## config.mk

```make
export PLATFORM = sky130hd
export DESIGN_NAME = antialiased_glyph_pixel_core
export DESIGN_NICKNAME = d
export VERILOG_FILES = /design/src/hw/rtl/agp_pkg.sv /design/src/hw/rtl/agp_alpha_div.sv /design/src/hw/rtl/antialiased_glyph_pixel_core.sv
export SDC_FILE = /design/constraint.sdc
export NUM_CORES = 1
export LEC_CHECK = 0
export ABC_AREA = 1
export BUFFER_PORTS_ARGS = -buffer_cell sky130_fd_sc_hd__buf_4
export CORE_ASPECT_RATIO = 1.25
export CORE_MARGIN = 4
export CORE_UTILIZATION = 58
export CTS_BUF_LIST = sky130_fd_sc_hd__clkbuf_4 sky130_fd_sc_hd__clkbuf_8
export DETAILED_ROUTE_END_ITERATION = 8
export PLACE_DENSITY = 0.8
export SYNTH_ARGS = -nofsm -noshare
export SYNTH_HDL_FRONTEND = slang
export SYNTH_SLANG_ARGS = --single-unit
```

## constraint.sdc

```tcl
create_clock -name clk -period 6.18 [get_ports clk]
set_input_delay 0.618 -clock clk [delete_from_list [all_inputs] [get_ports clk]]
set_output_delay 0.618 -clock clk [all_outputs]
set_load 0.01 [all_outputs]
```

## src/hw/rtl/agp_pkg.sv

```systemverilog
package agp_pkg;

	localparam int DEF_MAX_ZOOM = 8;
	localparam int ZOOM_W       = 4;
	localparam int COORD_W      = 6;
	localparam int GLYPH_DIM    = 8;
	localparam int SUM_W        = 8;   // bilinear weight sum, at most zoom squared
	localparam int NUM_W        = 17;  // 510*sum + zoom squared
	localparam int DEN_W        = 9;   // 2 * zoom squared
	localparam int ALPHA_W      = 8;
	localparam int MIX_W        = 14;  // 63*255 fits
	localparam int LATENCY      = 9;   // accept edge to the edge that samples done

	typedef logic [ZOOM_W-1:0]  zoom_t;
	typedef logic [COORD_W-1:0] coord_t;
	typedef logic [SUM_W-1:0]   wsum_t;
	typedef logic [ALPHA_W-1:0] alpha_t;

	typedef struct packed {
		logic [63:0] glyph_bits;
		logic [15:0] fore_color;
		logic [15:0] back_color;
		zoom_t       zoom;
		coord_t      pixel_x;
		coord_t      pixel_y;
	} agp_req_t;

	typedef struct packed {
		logic [15:0] pixel_word;
		alpha_t      coverage_alpha;
	} agp_rsp_t;

	typedef struct packed {
		logic [15:0] fore;
		logic [15:0] back;
	} agp_cols_t;

endpackage

```

## src/hw/rtl/agp_alpha_div.sv

```systemverilog
// Rounded coverage: alpha = floor((510*S + zz) / (2*zz)), restoring divide,
// four quotient bits per stage. Quotient never exceeds 255 since S <= zz.
module agp_alpha_div (
	input  logic               clk,
	input  logic               arst_n,
	input  logic               vld,
	input  agp_pkg::wsum_t     wsum,
	input  agp_pkg::wsum_t     zz,
	input  agp_pkg::agp_cols_t cols,
	output logic               res_vld,
	output agp_pkg::alpha_t    quot,
	output agp_pkg::agp_cols_t res_cols
);

	localparam int NW = agp_pkg::NUM_W;
	localparam int DW = agp_pkg::DEN_W;
	localparam int QW = agp_pkg::ALPHA_W;
	localparam int HQ = QW / 2;

	logic               vld_s5, vld_s6, vld_s7;
	logic [NW-1:0]      num_s5, rem_s6;
	logic [DW-1:0]      den_s5, den_s6;
	logic [QW-1:0]      q_s6, q_s7;
	agp_pkg::agp_cols_t cols_s5, cols_s6, cols_s7;

	logic [NW-1:0]      num_d, rem_hi, rem_lo;
	logic [QW-1:0]      q_hi, q_lo;

	// 510*S as 512*S - 2*S
	always_comb begin
		num_d = {wsum, 9'b0} - NW'({wsum, 1'b0}) + NW'(zz);
	end

	always_comb begin
		logic [NW-1:0] dsh;
		rem_hi = num_s5;
		q_hi   = '0;
		for (int k = QW - 1; k >= HQ; k--) begin
			dsh = NW'(den_s5) << k;
			if (rem_hi >= dsh) begin
				rem_hi  = rem_hi - dsh;
				q_hi[k] = 1'b1;
			end
		end
	end

	always_comb begin
		logic [NW-1:0] dsh;
		rem_lo = rem_s6;
		q_lo   = q_s6;
		for (int k = HQ - 1; k >= 0; k--) begin
			dsh = NW'(den_s6) << k;
			if (rem_lo >= dsh) begin
				rem_lo  = rem_lo - dsh;
				q_lo[k] = 1'b1;
			end
		end
	end

	always_ff @(posedge clk or negedge arst_n) begin
		if (!arst_n) begin
			vld_s5 <= 1'b0;
			vld_s6 <= 1'b0;
			vld_s7 <= 1'b0;
		end else begin
			vld_s5 <= vld;
			vld_s6 <= vld_s5;
			vld_s7 <= vld_s6;
		end
	end

	always_ff @(posedge clk) begin
		num_s5  <= num_d;
		den_s5  <= {zz, 1'b0};
		cols_s5 <= cols;
		rem_s6  <= rem_hi;
		den_s6  <= den_s5;
		q_s6    <= q_hi;
		cols_s6 <= cols_s5;
		q_s7    <= q_lo;
		cols_s7 <= cols_s6;
	end

	assign res_vld  = vld_s7;
	assign quot     = q_s7;
	assign res_cols = cols_s7;

endmodule

```

## src/hw/rtl/antialiased_glyph_pixel_core.sv

```systemverilog
// Channel   Handshake            Beat type          Notes
// request   start / busy         agp_pkg::agp_req_t taken when start & !busy
// result    done (strobe)        agp_pkg::agp_rsp_t valid for the single done cycle
//
// Nine-stage pipeline; one beat may enter every cycle, busy stays low.
// done is the valid bit of the last stage register; a beat passes the alpha
// divider (three stages) and the blend multiply/divide on its way there.
// arst_n clears all stage valid bits; the datapath registers are not reset.
// The receiver cannot stall, so nothing backs up and no beat is dropped.
module antialiased_glyph_pixel_core #(
	parameter int MAX_ZOOM = agp_pkg::DEF_MAX_ZOOM
) (
	input  logic              clk,
	input  logic              arst_n,
	input  logic              start,
	output logic              busy,
	input  agp_pkg::agp_req_t req,
	output logic              done,
	output agp_pkg::agp_rsp_t rsp
);

	localparam int CW  = agp_pkg::COORD_W;
	localparam int MW  = agp_pkg::MIX_W;

	// ---------------------------------------------------------------------
	// Coordinate divide by zoom: three quotient bits since coord < 8*zoom.
	// Returns {quotient[2:0], remainder[3:0]}.
	// ---------------------------------------------------------------------
	function automatic logic [6:0] coord_div(input agp_pkg::coord_t p, input agp_pkg::zoom_t z);
		logic [6:0] rem;
		logic [6:0] dz;
		logic [2:0] q;
		rem = {1'b0, p};
		q   = '0;
		for (int k = 2; k >= 0; k--) begin
			dz = 7'(z) << k;
			if (rem >= dz) begin
				rem  = rem - dz;
				q[k] = 1'b1;
			end
		end
		return {q, rem[3:0]};
	endfunction

	// x/255 for x <= 63*255 (the blend sums), exact: (x + 1 + (x >> 8)) >> 8
	function automatic logic [5:0] div255(input logic [MW-1:0] x);
		logic [MW:0] t;
		t = (MW+1)'(x) + (MW+1)'(1) + (MW+1)'(x >> 8);
		return 6'(t >> 8);
	endfunction

	// ---------------------------------------------------------------------
	// Stage 1: zoom clamp and coordinate saturation
	// ---------------------------------------------------------------------
	logic               vld_s1;
	logic [63:0]        glyph_s1;
	agp_pkg::agp_cols_t cols_s1;
	agp_pkg::zoom_t     zc_s1;
	agp_pkg::coord_t    px_s1, py_s1;

	agp_pkg::zoom_t     zc_d;
	logic [CW:0]        lim_d;
	agp_pkg::coord_t    px_d, py_d;

	always_comb begin
		zc_d = (req.zoom == '0) ? agp_pkg::zoom_t'(1) : req.zoom;
		if (32'(zc_d) > MAX_ZOOM) begin
			zc_d = agp_pkg::zoom_t'(MAX_ZOOM);
		end
		lim_d = {zc_d, 3'b000} - (CW+1)'(1);
		px_d  = ({1'b0, req.pixel_x} > lim_d) ? lim_d[CW-1:0] : req.pixel_x;
		py_d  = ({1'b0, req.pixel_y} > lim_d) ? lim_d[CW-1:0] : req.pixel_y;
	end

	// ---------------------------------------------------------------------
	// Stage 2: source cell and fractional offset per axis
	// ---------------------------------------------------------------------
	logic               vld_s2;
	logic [63:0]        glyph_s2;
	agp_pkg::agp_cols_t cols_s2;
	agp_pkg::zoom_t     zc_s2;
	logic [2:0]         x0_s2, y0_s2;
	agp_pkg::zoom_t     rx_s2, ry_s2;

	logic [6:0]         xdiv_d, ydiv_d;

	always_comb begin
		xdiv_d = coord_div(px_s1, zc_s1);
		ydiv_d = coord_div(py_s1, zc_s1);
	end

	// ---------------------------------------------------------------------
	// Stage 3: fetch the four neighbor bits, horizontal weight per row
	// ---------------------------------------------------------------------
	logic               vld_s3;
	agp_pkg::agp_cols_t cols_s3;
	agp_pkg::zoom_t     zc_s3;
	agp_pkg::zoom_t     h0_s3, h1_s3, wy0_s3, wy1_s3;

	logic [2:0]         x1_d, y1_d;
	logic               b00, b01, b10, b11;
	agp_pkg::zoom_t     wx0_d, h0_d, h1_d;

	always_comb begin
		// neighbor past the last row or column clamps to 7
		x1_d  = (x0_s2 == 3'd7) ? 3'd7 : x0_s2 + 3'd1;
		y1_d  = (y0_s2 == 3'd7) ? 3'd7 : y0_s2 + 3'd1;
		b00   = glyph_s2[{y0_s2, x0_s2}];
		b01   = glyph_s2[{y0_s2, x1_d}];
		b10   = glyph_s2[{y1_d, x0_s2}];
		b11   = glyph_s2[{y1_d, x1_d}];
		wx0_d = zc_s2 - rx_s2;
		h0_d  = (b00 ? wx0_d : '0) + (b01 ? rx_s2 : '0);
		h1_d  = (b10 ? wx0_d : '0) + (b11 ? rx_s2 : '0);
	end

	// ---------------------------------------------------------------------
	// Stage 4: weight sum S and zoom squared
	// ---------------------------------------------------------------------
	logic               vld_s4;
	agp_pkg::agp_cols_t cols_s4;
	agp_pkg::wsum_t     wsum_s4, zz_s4;

	agp_pkg::wsum_t     wsum_d, zz_d;

	always_comb begin
		wsum_d = agp_pkg::wsum_t'(agp_pkg::wsum_t'(wy0_s3) * agp_pkg::wsum_t'(h0_s3)
		       + agp_pkg::wsum_t'(wy1_s3) * agp_pkg::wsum_t'(h1_s3));
		zz_d   = agp_pkg::wsum_t'(zc_s3) * agp_pkg::wsum_t'(zc_s3);
	end

	// ---------------------------------------------------------------------
	// Stages 5..7: rounded alpha
	// ---------------------------------------------------------------------
	logic               vld_s7;
	agp_pkg::alpha_t    alpha_s7;
	agp_pkg::agp_cols_t cols_s7;

	agp_alpha_div u_div (
		.clk      (clk),
		.arst_n   (arst_n),
		.vld      (vld_s4),
		.wsum     (wsum_s4),
		.zz       (zz_s4),
		.cols     (cols_s4),
		.res_vld  (vld_s7),
		.quot     (alpha_s7),
		.res_cols (cols_s7)
	);

	// ---------------------------------------------------------------------
	// Stage 8: per-channel weighted sums f*a + b*(255-a)
	// Alpha 255 and 0 land exactly on fore / back through the same math.
	// ---------------------------------------------------------------------
	logic               vld_s8;
	agp_pkg::alpha_t    alpha_s8;
	logic [MW-1:0]      mr_s8, mg_s8, mb_s8;

	agp_pkg::alpha_t    na_d;
	logic [MW-1:0]      mr_d, mg_d, mb_d;

	always_comb begin
		na_d = 8'd255 - alpha_s7;
		mr_d = MW'(MW'(cols_s7.fore[15:11]) * MW'(alpha_s7)
		     + MW'(cols_s7.back[15:11]) * MW'(na_d));
		mg_d = MW'(MW'(cols_s7.fore[10:5]) * MW'(alpha_s7)
		     + MW'(cols_s7.back[10:5]) * MW'(na_d));
		mb_d = MW'(MW'(cols_s7.fore[4:0]) * MW'(alpha_s7)
		     + MW'(cols_s7.back[4:0]) * MW'(na_d));
	end

	// ---------------------------------------------------------------------
	// Stage 9: divide by 255, pack RGB565, swap bytes for the link
	// ---------------------------------------------------------------------
	logic               vld_s9;
	agp_pkg::agp_rsp_t  rsp_s9;

	logic [5:0]         cr_d, cg_d, cb_d;
	logic [15:0]        word_d;

	always_comb begin
		cr_d   = div255(mr_s8);
		cg_d   = div255(mg_s8);
		cb_d   = div255(mb_s8);
		word_d = {cr_d[4:0], cg_d, cb_d[4:0]};
	end

	// ---------------------------------------------------------------------
	// Registers
	// ---------------------------------------------------------------------
	always_ff @(posedge clk or negedge arst_n) begin
		if (!arst_n) begin
			vld_s1 <= 1'b0;
			vld_s2 <= 1'b0;
			vld_s3 <= 1'b0;
			vld_s4 <= 1'b0;
			vld_s8 <= 1'b0;
			vld_s9 <= 1'b0;
		end else begin
			vld_s1 <= start & ~busy;
			vld_s2 <= vld_s1;
			vld_s3 <= vld_s2;
			vld_s4 <= vld_s3;
			vld_s8 <= vld_s7;
			vld_s9 <= vld_s8;
		end
	end

	always_ff @(posedge clk) begin
		glyph_s1     <= req.glyph_bits;
		cols_s1.fore <= req.fore_color;
		cols_s1.back <= req.back_color;
		zc_s1        <= zc_d;
		px_s1        <= px_d;
		py_s1        <= py_d;

		glyph_s2     <= glyph_s1;
		cols_s2      <= cols_s1;
		zc_s2        <= zc_s1;
		x0_s2        <= xdiv_d[6:4];
		rx_s2        <= xdiv_d[3:0];
		y0_s2        <= ydiv_d[6:4];
		ry_s2        <= ydiv_d[3:0];

		cols_s3      <= cols_s2;
		zc_s3        <= zc_s2;
		h0_s3        <= h0_d;
		h1_s3        <= h1_d;
		wy0_s3       <= zc_s2 - ry_s2;
		wy1_s3       <= ry_s2;

		cols_s4      <= cols_s3;
		wsum_s4      <= wsum_d;
		zz_s4        <= zz_d;

		alpha_s8     <= alpha_s7;
		mr_s8        <= mr_d;
		mg_s8        <= mg_d;
		mb_s8        <= mb_d;

		rsp_s9.pixel_word     <= {word_d[7:0], word_d[15:8]};
		rsp_s9.coverage_alpha <= alpha_s8;
	end

	assign busy = 1'b0;
	assign done = vld_s9;
	assign rsp  = rsp_s9;

endmodule

```

==> impl_metrics.yaml, run 1 <==
grt:
  grt_max_degree: 41
  track_usage: 0.236
  grt_overflow_total: 0
  antenna_found_initial: 1
  grt_pass1_vias: 22337
  grt_pass1_wl_um: 105000
clocking:
  path_clk_slew_ns: 0.07
  clk_latency_ns: 0.69
  cts_max_path_buffers: 3
  cts_tree: "built"
  root_buffer: "clkbuf_8"
  numCtsBuffers: 83
  clock_sinks: 562
  h-tree-depth: 3
placement:
  portBuffers: 139
  post-dp-hpwl_um: 47200
  post_dp_cell_area_mm2: 0.0315
  gp_congestion: 0.917
  dp_slack_ns: -0.135
floorplan:
  chipWidth_um: 208
  dieHeight_um: 258
  io_pins: 141
  coreArea_mm2: 0.0494
  initial_core_util: 0.588
  die_area_mm2: 0.0537
  rows: 91
sta:
  fmax_mhz: 170
  finalCriticalPeriod_ns: 5.87
  tightest_slew_ns: 1.20
  finalSetupViolCount: 0
  slew_headroom: 0.187
  drv_slew: 0
  hold_violations: 0
  fin_worst_skew_ns: 0.0431
  rsz0062_at_grt: "yes"
  fin_tns_setup_ns: 0
  period_share: 0.950
  setup_ws_ns: 0.311
setup_path:
  crit_top_cell: "nand2_2"
  reg2reg_depth: 53
  crit_slowest_cell: "dfxtp_2"
  r2r_slack_ns: 0.31
  r2r-start: "u_div.den_s5[3]"
  crit_start: "u_div.den_s5[3]"
  critPathKind: "register to register"
  slowest_delay_ns: 0.33
  worstSetupStartpointType: "register"
  critPathArrivalTime_ns: 6.43
  r2r-end: "u_div.rem_s6[11]"
  end_kind: "register"
  cp_max_fo: 6
  cp.required_ns: 6.74
  endpoint: "u_div.rem_s6[11]"
detailed_routing:
  drtPass1Iterations: 8
  viasPerCell: 5.07
  wl_met1_um: 24700
  drcViolationCount: 0
  ant_nets: 0
  dr_total_vias: 21884
  wl_met2_um: 32400
  highest_layer: "met4"
  routed_wl_um: 63100
  wl_met3_um: 3590
  wl_per_cell_um: 14.6
  drtIter0Drc: 1251
finish:
  syn2layout_area_growth_pct: 19.7
  drive_above_1_share: 0.156
  finalNetCount: 4178
  final_util: 0.704
  fin_area_mm2: 0.0348
synthesis:
  netlist_area_mm2: 0.0290
  synth_edf_count: 0
  synthCells: 3240
  async_flop_share: 0.0160
  yosys_warnings: 0
  ys.flop_type: "dfxtp_1"
  syn_avg_cell_area_um2: 8.96
  ys_seq_elements: 562
  ys_seq_area_frac: 0.389
  ys_types: 66
outcome:
  status: "finished clean"
worst_hold_path:
  holdPathStages: 1
  hold_class: "primary input to register"
run:
  maxCapViolCount: 0
-- how the worst min path moves through the flow --
| stage | startpoint | endpoint |
|---|---|---|
| after floorplan | cols_s1[0] | cols_s2[0] |
| after global placement | cols_s4[21] | u_div.cols_s5[21] |
| after detailed placement | cols_s1[29] | cols_s2[29] |
| after CTS | req[30] | cols_s1[14] |
| after global routing | req[100] | glyph_s1[52] |
| final | req[100] | glyph_s1[52] |
-- layer usage --
layer	GRT usage	up-vias
met5	0	-
met1	0.276	10157
li1	-	10919
met3	0.0405	174
met4	0.0934	0
met2	0.430	634
-- sequential cells by signal, summed over array words and instances (netlist names), 32 cells and up --
signal          count
glyph_s1           64
glyph_s2           64
cols_s1            32
cols_s2            32
cols_s3            32
cols_s4            32
u_div.cols_s5      32
u_div.cols_s6      32
u_div.res_cols     32
-- repair_timing --
item	CTS	global route
cloned	1	4
gates resized for setup	7	106
hold buffers	65	0
endpoints found under the setup margin	12	14
pin swaps	3	53
setup buffers	3	19
hold endpoints to repair	73	0
-- cells in the final DEF (no fill, tap or decap), types with 8 or more instances in the layout --
master	count
nor2_2	8
a31oi_1	17
a21oi_1	140
nor2_4	13
dfrtp_1	9
nor2_1	251
nand2_2	29
a21o_1	8
fa_1	208
nand3_2	12
clkbuf_8	104
o21ai_0	136
dfxtp_1	546
o21ai_1	13
inv_1	516
nand4_1	31
clkbuf_4	20
xnor2_1	57
o21ai_2	17
nand3_1	101
xor2_1	73
buf_4	261
ha_4	10
nand2_1	582
nand2_4	9
nor3_1	11
a211oi_1	8
dlygate4sd3_1	65
inv_2	13
ha_1	247
bufinv_16	9
o211ai_1	9
-- synth_stat cells, drive strengths merged (4+ instances only) --
master,number,share of area
a211oi,9,0.0025
a21boi,5,0.0017
a21o,8,0.0021
a21oi,149,0.026
a221oi,5,0.0015
a31oi,17,0.0037
and2,6,0.0013
buf,8,0.0017
clkbuf,59,0.0078
clkinv,7,0.0011
dfrtp,9,0.0078
dfxtp,553,0.38
fa,208,0.14
ha,258,0.11
inv,532,0.069
nand2,621,0.084
nand3,118,0.023
nand3b,6,0.0016
nand4,31,0.0067
nor2,270,0.038
nor3,13,0.0022
o211ai,9,0.0023
o21ai,167,0.029
o21bai,7,0.0019
o31ai,4,0.0010
or2,4,0.00095
xnor2,58,0.018
xor2,73,0.022
-- area by class of cell --
cell class              count  area [um^2]
repair inverters            1         7.51
multi-input cells        2078        15900
clock buffers             124         1580
fillers                  3673        14600
flip-flops and latches    562        11300
diodes                      1         2.50
well taps                 651          815
inverters                 539         2050
repair buffers            332         2720
clock inverters            26          445
-- cells by family after synthesis --
group	synth area share
fa+ha+maj	0.255
simple gates	0.159
compound gates	0.0772
flops	0.389
other cells	0.000129
mux	0.00146
xor+xnor	0.0398
buf+inv	0.0794
-- per-stage QoR --
| stage | hold WS [ns] | instances |
|---|---|---|
| after floorplan | 0.310 | 3243 |
| after detailed placement | 0.312 | 4071 |
| after global routing | 0.0141 | 4314 |
| after global placement | 0.310 | 4071 |
| final | 0.0403 | 4314 |
| after CTS | 0.00112 | 4290 |
-- worst max-delay path, delay by kind of cell (launching register included) --
family / cells / cell delay, ns
AND/OR/NAND/NOR: 30 / 2.53
buffers and inverters: 11 / 0.89
flip-flops: 1 / 0.33
adder cells (fa/ha/maj): 4 / 1.16
AO/OA/AOI/OAI: 8 / 0.79
Power of run 1 is not shown: default switching activity piles up to over one toggle a cycle in this logic, so the estimate is an artifact.
==> run 2, diff against run 1 <==
Settings changed: PLACE_DENSITY 0.8 to 0.83.
==> run 2 against run 1 <==
Effect of this change:
- worst setup slack lost 0.062 ns
- non-clock buffer count grew 34
- register-to-register slack lost 0.06 ns
- via count grew 3.8%
- critical path depth shrank 6
- cell area grew 0.26%
- first-iteration DRC count grew 29%
- die area is the same
- critical endpoint is now u_div.rem_s6[7]
- highest routed layer unchanged
==> impl_metrics.yaml, run 2 (synthesis results as in run 1) <==
grt:
  grt_pass1_wl_um: 110000
  antenna_found_initial: 1
  grt_pass1_vias: 23392
  grt_max_degree: 41
  grt_overflow_total: 0
  track_usage: 0.247
finish:
  syn2layout_area_growth_pct: 20.0
  final_cell_mix: "nand2_1 (589), dfxtp_1 (548), inv_1 (518)"
  final_util: 0.706
  largestRegisters: "glyph_s1 (64), glyph_s2 (64)"
  multi_input_area_mm2: 0.0158
  fillers: 3486
  regArea_mm2: 0.0113
  final_common_cell: "nand2_1"
  finalNetCount: 4211
  drive_above_1_share: 0.158
sta:
  fmax_mhz: 169
  hold_violations: 0
  finalCriticalPeriod_ns: 5.93
  period_share: 0.960
  tightest_slew_ns: 0.878
  finalSetupViolCount: 0
  drv_slew: 0
  slew_headroom: 0.413
  fin_worst_skew_ns: 0.0404
placement:
  gp_congestion: 0.940
  post-dp-hpwl_um: 48000
  portBuffers: 139
floorplan:
  chipWidth_um: 208
  rows: 91
  io_pins: 141
  dieHeight_um: 258
  initial_core_util: 0.588
  die_area_mm2: 0.0537
  coreArea_mm2: 0.0494
clocking:
  cts_max_path_buffers: 3
  cts_tree: "built"
  h-tree-depth: 3
  clk_latency_ns: 0.67
  numCtsBuffers: 83
  clock_sinks: 562
  path_clk_slew_ns: 0.07
  root_buffer: "clkbuf_8"
detailed_routing:
  drtIter0Drc: 1614
  drcViolationCount: 0
  drtPass1Iterations: 6
  wl_per_cell_um: 15.5
  viasPerCell: 5.22
  ant_nets: 0
  dr_total_vias: 22723
  routed_wl_um: 67300
setup_path:
  worstSetupStartpointType: "register"
  end_kind: "register"
  cp.required_ns: 6.71
  cp_max_fo: 9
  crit_slowest_cell: "dfxtp_1"
  critPathKind: "register to register"
  slowest_delay_ns: 0.42
  crit_top_cell: "nand2_1"
  critPathArrivalTime_ns: 6.46
worst_hold_path:
  hold_class: "primary input to register"
outcome:
  status: "finished clean"
run:
  maxCapViolCount: 0
-- run 2: cell type report --
cell class                      count  share of cell area
Multi-Input combinational cell   2076               0.452
Sequential cell                   562               0.324
Timing Repair Buffer              366              0.0853
Inverter                          539              0.0587
Clock buffer                      128              0.0462
Tap cell                          651              0.0234
Clock inverter                     26             0.00973
Timing Repair inverter              2            0.000395
Antenna cell                        1           0.0000718
-- run 2: per-stage QoR --
stage | worst slack [ns] | hold WS, ns | std cells | setup TNS (ns) | instance area [um^2]
6_report | 0.249 | 0.0551 | 4351 | 0 | 34900
5_1_grt | -0.128 | 0.00744 | 4351 | -1.06 | 34900
4_1_cts | 0.00998 | 0.000210 | 4324 | 0 | 34400
3_5_place_dp | -0.0914 | 0.312 | 4087 | -0.549 | 31600
3_3_place_gp | 0.102 | 0.310 | 4087 | 0 | 31600
2_1_floorplan | 0.0365 | 0.310 | 3243 | 0 | 29100
-- run 2: per-layer routing --
| layer | track usage | vias to the layer above | wire length, um | share of wire |
|---|---|---|---|---|
| met3 | 0.0474 | 249 | 4260 | 0.063 |
| li1 | - | 10961 | - | - |
| met5 | 0 | - | 0 | 0 |
| met1 | 0.286 | 10614 | 25400 | 0.38 |
| met4 | 0.123 | 0 | 3340 | 0.050 |
| met2 | 0.440 | 899 | 34200 | 0.51 |
-- run 2: repair_timing --
item | in CTS | in global routing
hold buffers | 76 | 1
endpoints found under the hold margin | 84 | 1
gates cloned | 0 | 3
buffers inserted | 7 | 22
gates resized for setup | 5 | 88
setup endpoints to repair | 11 | 16
pin swaps | 6 | 42
-- run 2: critical path, delay by kind of cell (launching register included) --
family          cells  cell delay [ns]
compound gates     10             1.30
fa+ha+maj           4             1.11
buf+inv             6             0.54
flops               1             0.42
simple gates       27             2.41
-- run 2: final timing paths --
check	from	end	slack, ns	depth (start not counted)
min in group asynchronous	arst_n	u_div.res_vld	0.31	2
setup reg to reg	u_div.num_s5[14]	u_div.rem_s6[7]	0.25	47
max in group asynchronous	arst_n	u_div.vld_s6	5.73	2
hold / removal	req[108]	glyph_s1[60]	0.06	1
setup / recovery	u_div.num_s5[14]	u_div.rem_s6[7]	0.25	47
hold reg to reg	cols_s3[27]	cols_s4[27]	0.31	0
Power of run 2 is left out for the same reason.
==> run 3, diff against run 2 <==
==> constraint.sdc (replaced) <==
create_clock -name clk -period 6.18 [get_ports clk]
set_input_delay 1.236 -clock clk [delete_from_list [all_inputs] [get_ports clk]]
set_output_delay 1.236 -clock clk [all_outputs]
set_load 0.01 [all_outputs]
==> run 3 against run 2 <==
Effect of this change:
- maximum frequency shrank 0.38%
- critical path depth stayed put
- highest routed layer unchanged
- count of clock-buffer cells in the layout did not move
- first-iteration DRC count down 18%
- clock skew rose by 0.0050 ns
==> impl_metrics.yaml, run 3 (synthesis results as in run 1) <==
worst_hold_path:
  holdPathStages: 0
  whs_endpoint: "u_div.res_cols[22]"
  hold_class: "register to register"
  min_from: "u_div.cols_s6[22]"
sta:
  holdWs_ns: 0.306
  fin_worst_skew_ns: 0.0454
  period_share: 0.963
  finalSetupViolCount: 0
  drv_slew: 0
  hold_violations: 0
  tightest_slew_ns: 1.12
  rsz0062_at_grt: "yes"
  fmax_mhz: 168
  finalCriticalPeriod_ns: 5.95
  slew_headroom: 0.240
finish:
  fin_cells: 4274
  fillers: 3667
  final_cell_mix: "nand2_1 (589), dfxtp_1 (548), inv_1 (518)"
  syn2layout_area_growth_pct: 17.3
  final_common_cell: "nand2_1"
  finalNetCount: 4134
  final_util: 0.690
  largestRegisters: "glyph_s1 (64), glyph_s2 (64)"
  drive_above_1_share: 0.160
floorplan:
  io_pins: 141
  coreArea_mm2: 0.0494
  initial_core_util: 0.588
  dieHeight_um: 258
  chipWidth_um: 208
  die_area_mm2: 0.0537
  rows: 91
grt:
  grt_pass1_vias: 22458
  antenna_found_initial: 1
  track_usage: 0.234
  grt_max_degree: 41
  grt_overflow_total: 0
  grt_pass1_wl_um: 105000
setup_path:
  end_kind: "register"
  crit_top_cell: "nand2_1"
  r2r-end: "u_div.rem_s6[7]"
  critPathKind: "register to register"
  cp_max_fo: 9
  reg2reg_depth: 47
  critPathArrivalTime_ns: 6.48
  worstSetupStartpointType: "register"
  cp.required_ns: 6.71
  crit_start: "u_div.den_s5[8]"
  r2r_slack_ns: 0.23
  slowest_delay_ns: 0.36
  crit_slowest_cell: "ha_1"
  r2r-start: "u_div.den_s5[8]"
clocking:
  cts_hold_buf: 0
  numCtsBuffers: 83
  cts_max_path_buffers: 3
  clk_latency_ns: 0.69
  h-tree-depth: 3
  path_clk_slew_ns: 0.07
  clock_sinks: 562
  cts_tree: "built"
  root_buffer: "clkbuf_8"
placement:
  post-dp-hpwl_um: 48000
  placedCellCount: 4087
  gp_congestion: 0.940
  portBuffers: 139
detailed_routing:
  drtPass1Iterations: 6
  drtIter0Drc: 1323
  ant_nets: 0
  viasPerCell: 5.15
  routed_wl_um: 63500
  dr_total_vias: 22001
  drcViolationCount: 0
  wl_per_cell_um: 14.8
run:
  maxCapViolCount: 0
outcome:
  status: "finished clean"
run 3: metal layers:
layer  up-vias  track usage  wire length [um]
li1      10809            -                 -
met1     10261        0.273             24600
met2       736        0.416             32200
met3       195       0.0443              3820
met4         0        0.112              2770
met5         -            0                 0
run 3: worst max path at each step:
| stage | to | slack (ns) | depth (start not counted) |
|---|---|---|---|
| 3_5_place_dp | u_div.rem_s6[16] | -0.09 | 49 |
| 5_1_grt | u_div.rem_s6[7] | -0.14 | 47 |
| 6_report | u_div.rem_s6[7] | 0.23 | 47 |
| 2_1_floorplan | u_div.rem_s6[7] | 0.04 | 48 |
| 3_3_place_gp | u_div.rem_s6[16] | 0.10 | 52 |
| 4_1_cts | u_div.rem_s6[7] | 0.01 | 48 |
run 3: worst max-delay path, delay by kind of cell, from the launching register on:
| family | cells | cell delay (ns) |
|---|---|---|
| flip-flops | 1 | 0.32 |
| AND/OR/NAND/NOR | 25 | 2.24 |
| AO/OA/AOI/OAI | 10 | 1.25 |
| adder cells (fa/ha/maj) | 4 | 1.23 |
| buffers and inverters | 8 | 0.77 |
run 3: final cells by class:
type	count	area (um^2)	area share
diodes	1	2.50	0.0000734
repair buffers	289	2200	0.0646
multi-input cells	2076	15700	0.462
flip-flops and latches	562	11300	0.332
clock buffers	128	1610	0.0473
repair inverters	2	13.8	0.000404
clock inverters	26	339	0.00995
well taps	651	815	0.0239
inverters	539	2050	0.0601
run 3: repair_timing:
item / CTS / global route
endpoints found under the setup margin: 11 / 16
gates resized for setup: 5 / 87
cloned: 0 / 3
setup buffers: 7 / 22
pin swaps: 6 / 42
run 3: per-stage QoR:
stage          setup slack (ns)  setup TNS, ns  instance area [um^2]
3_5_place_dp            -0.0914         -0.549                 31600
3_3_place_gp              0.102              0                 31600
2_1_floorplan            0.0365              0                 29100
4_1_cts                 0.00998              0                 33600
5_1_grt                  -0.136          -1.15                 34100
6_report                  0.227              0                 34100
Power of run 3 is left out for the same reason.
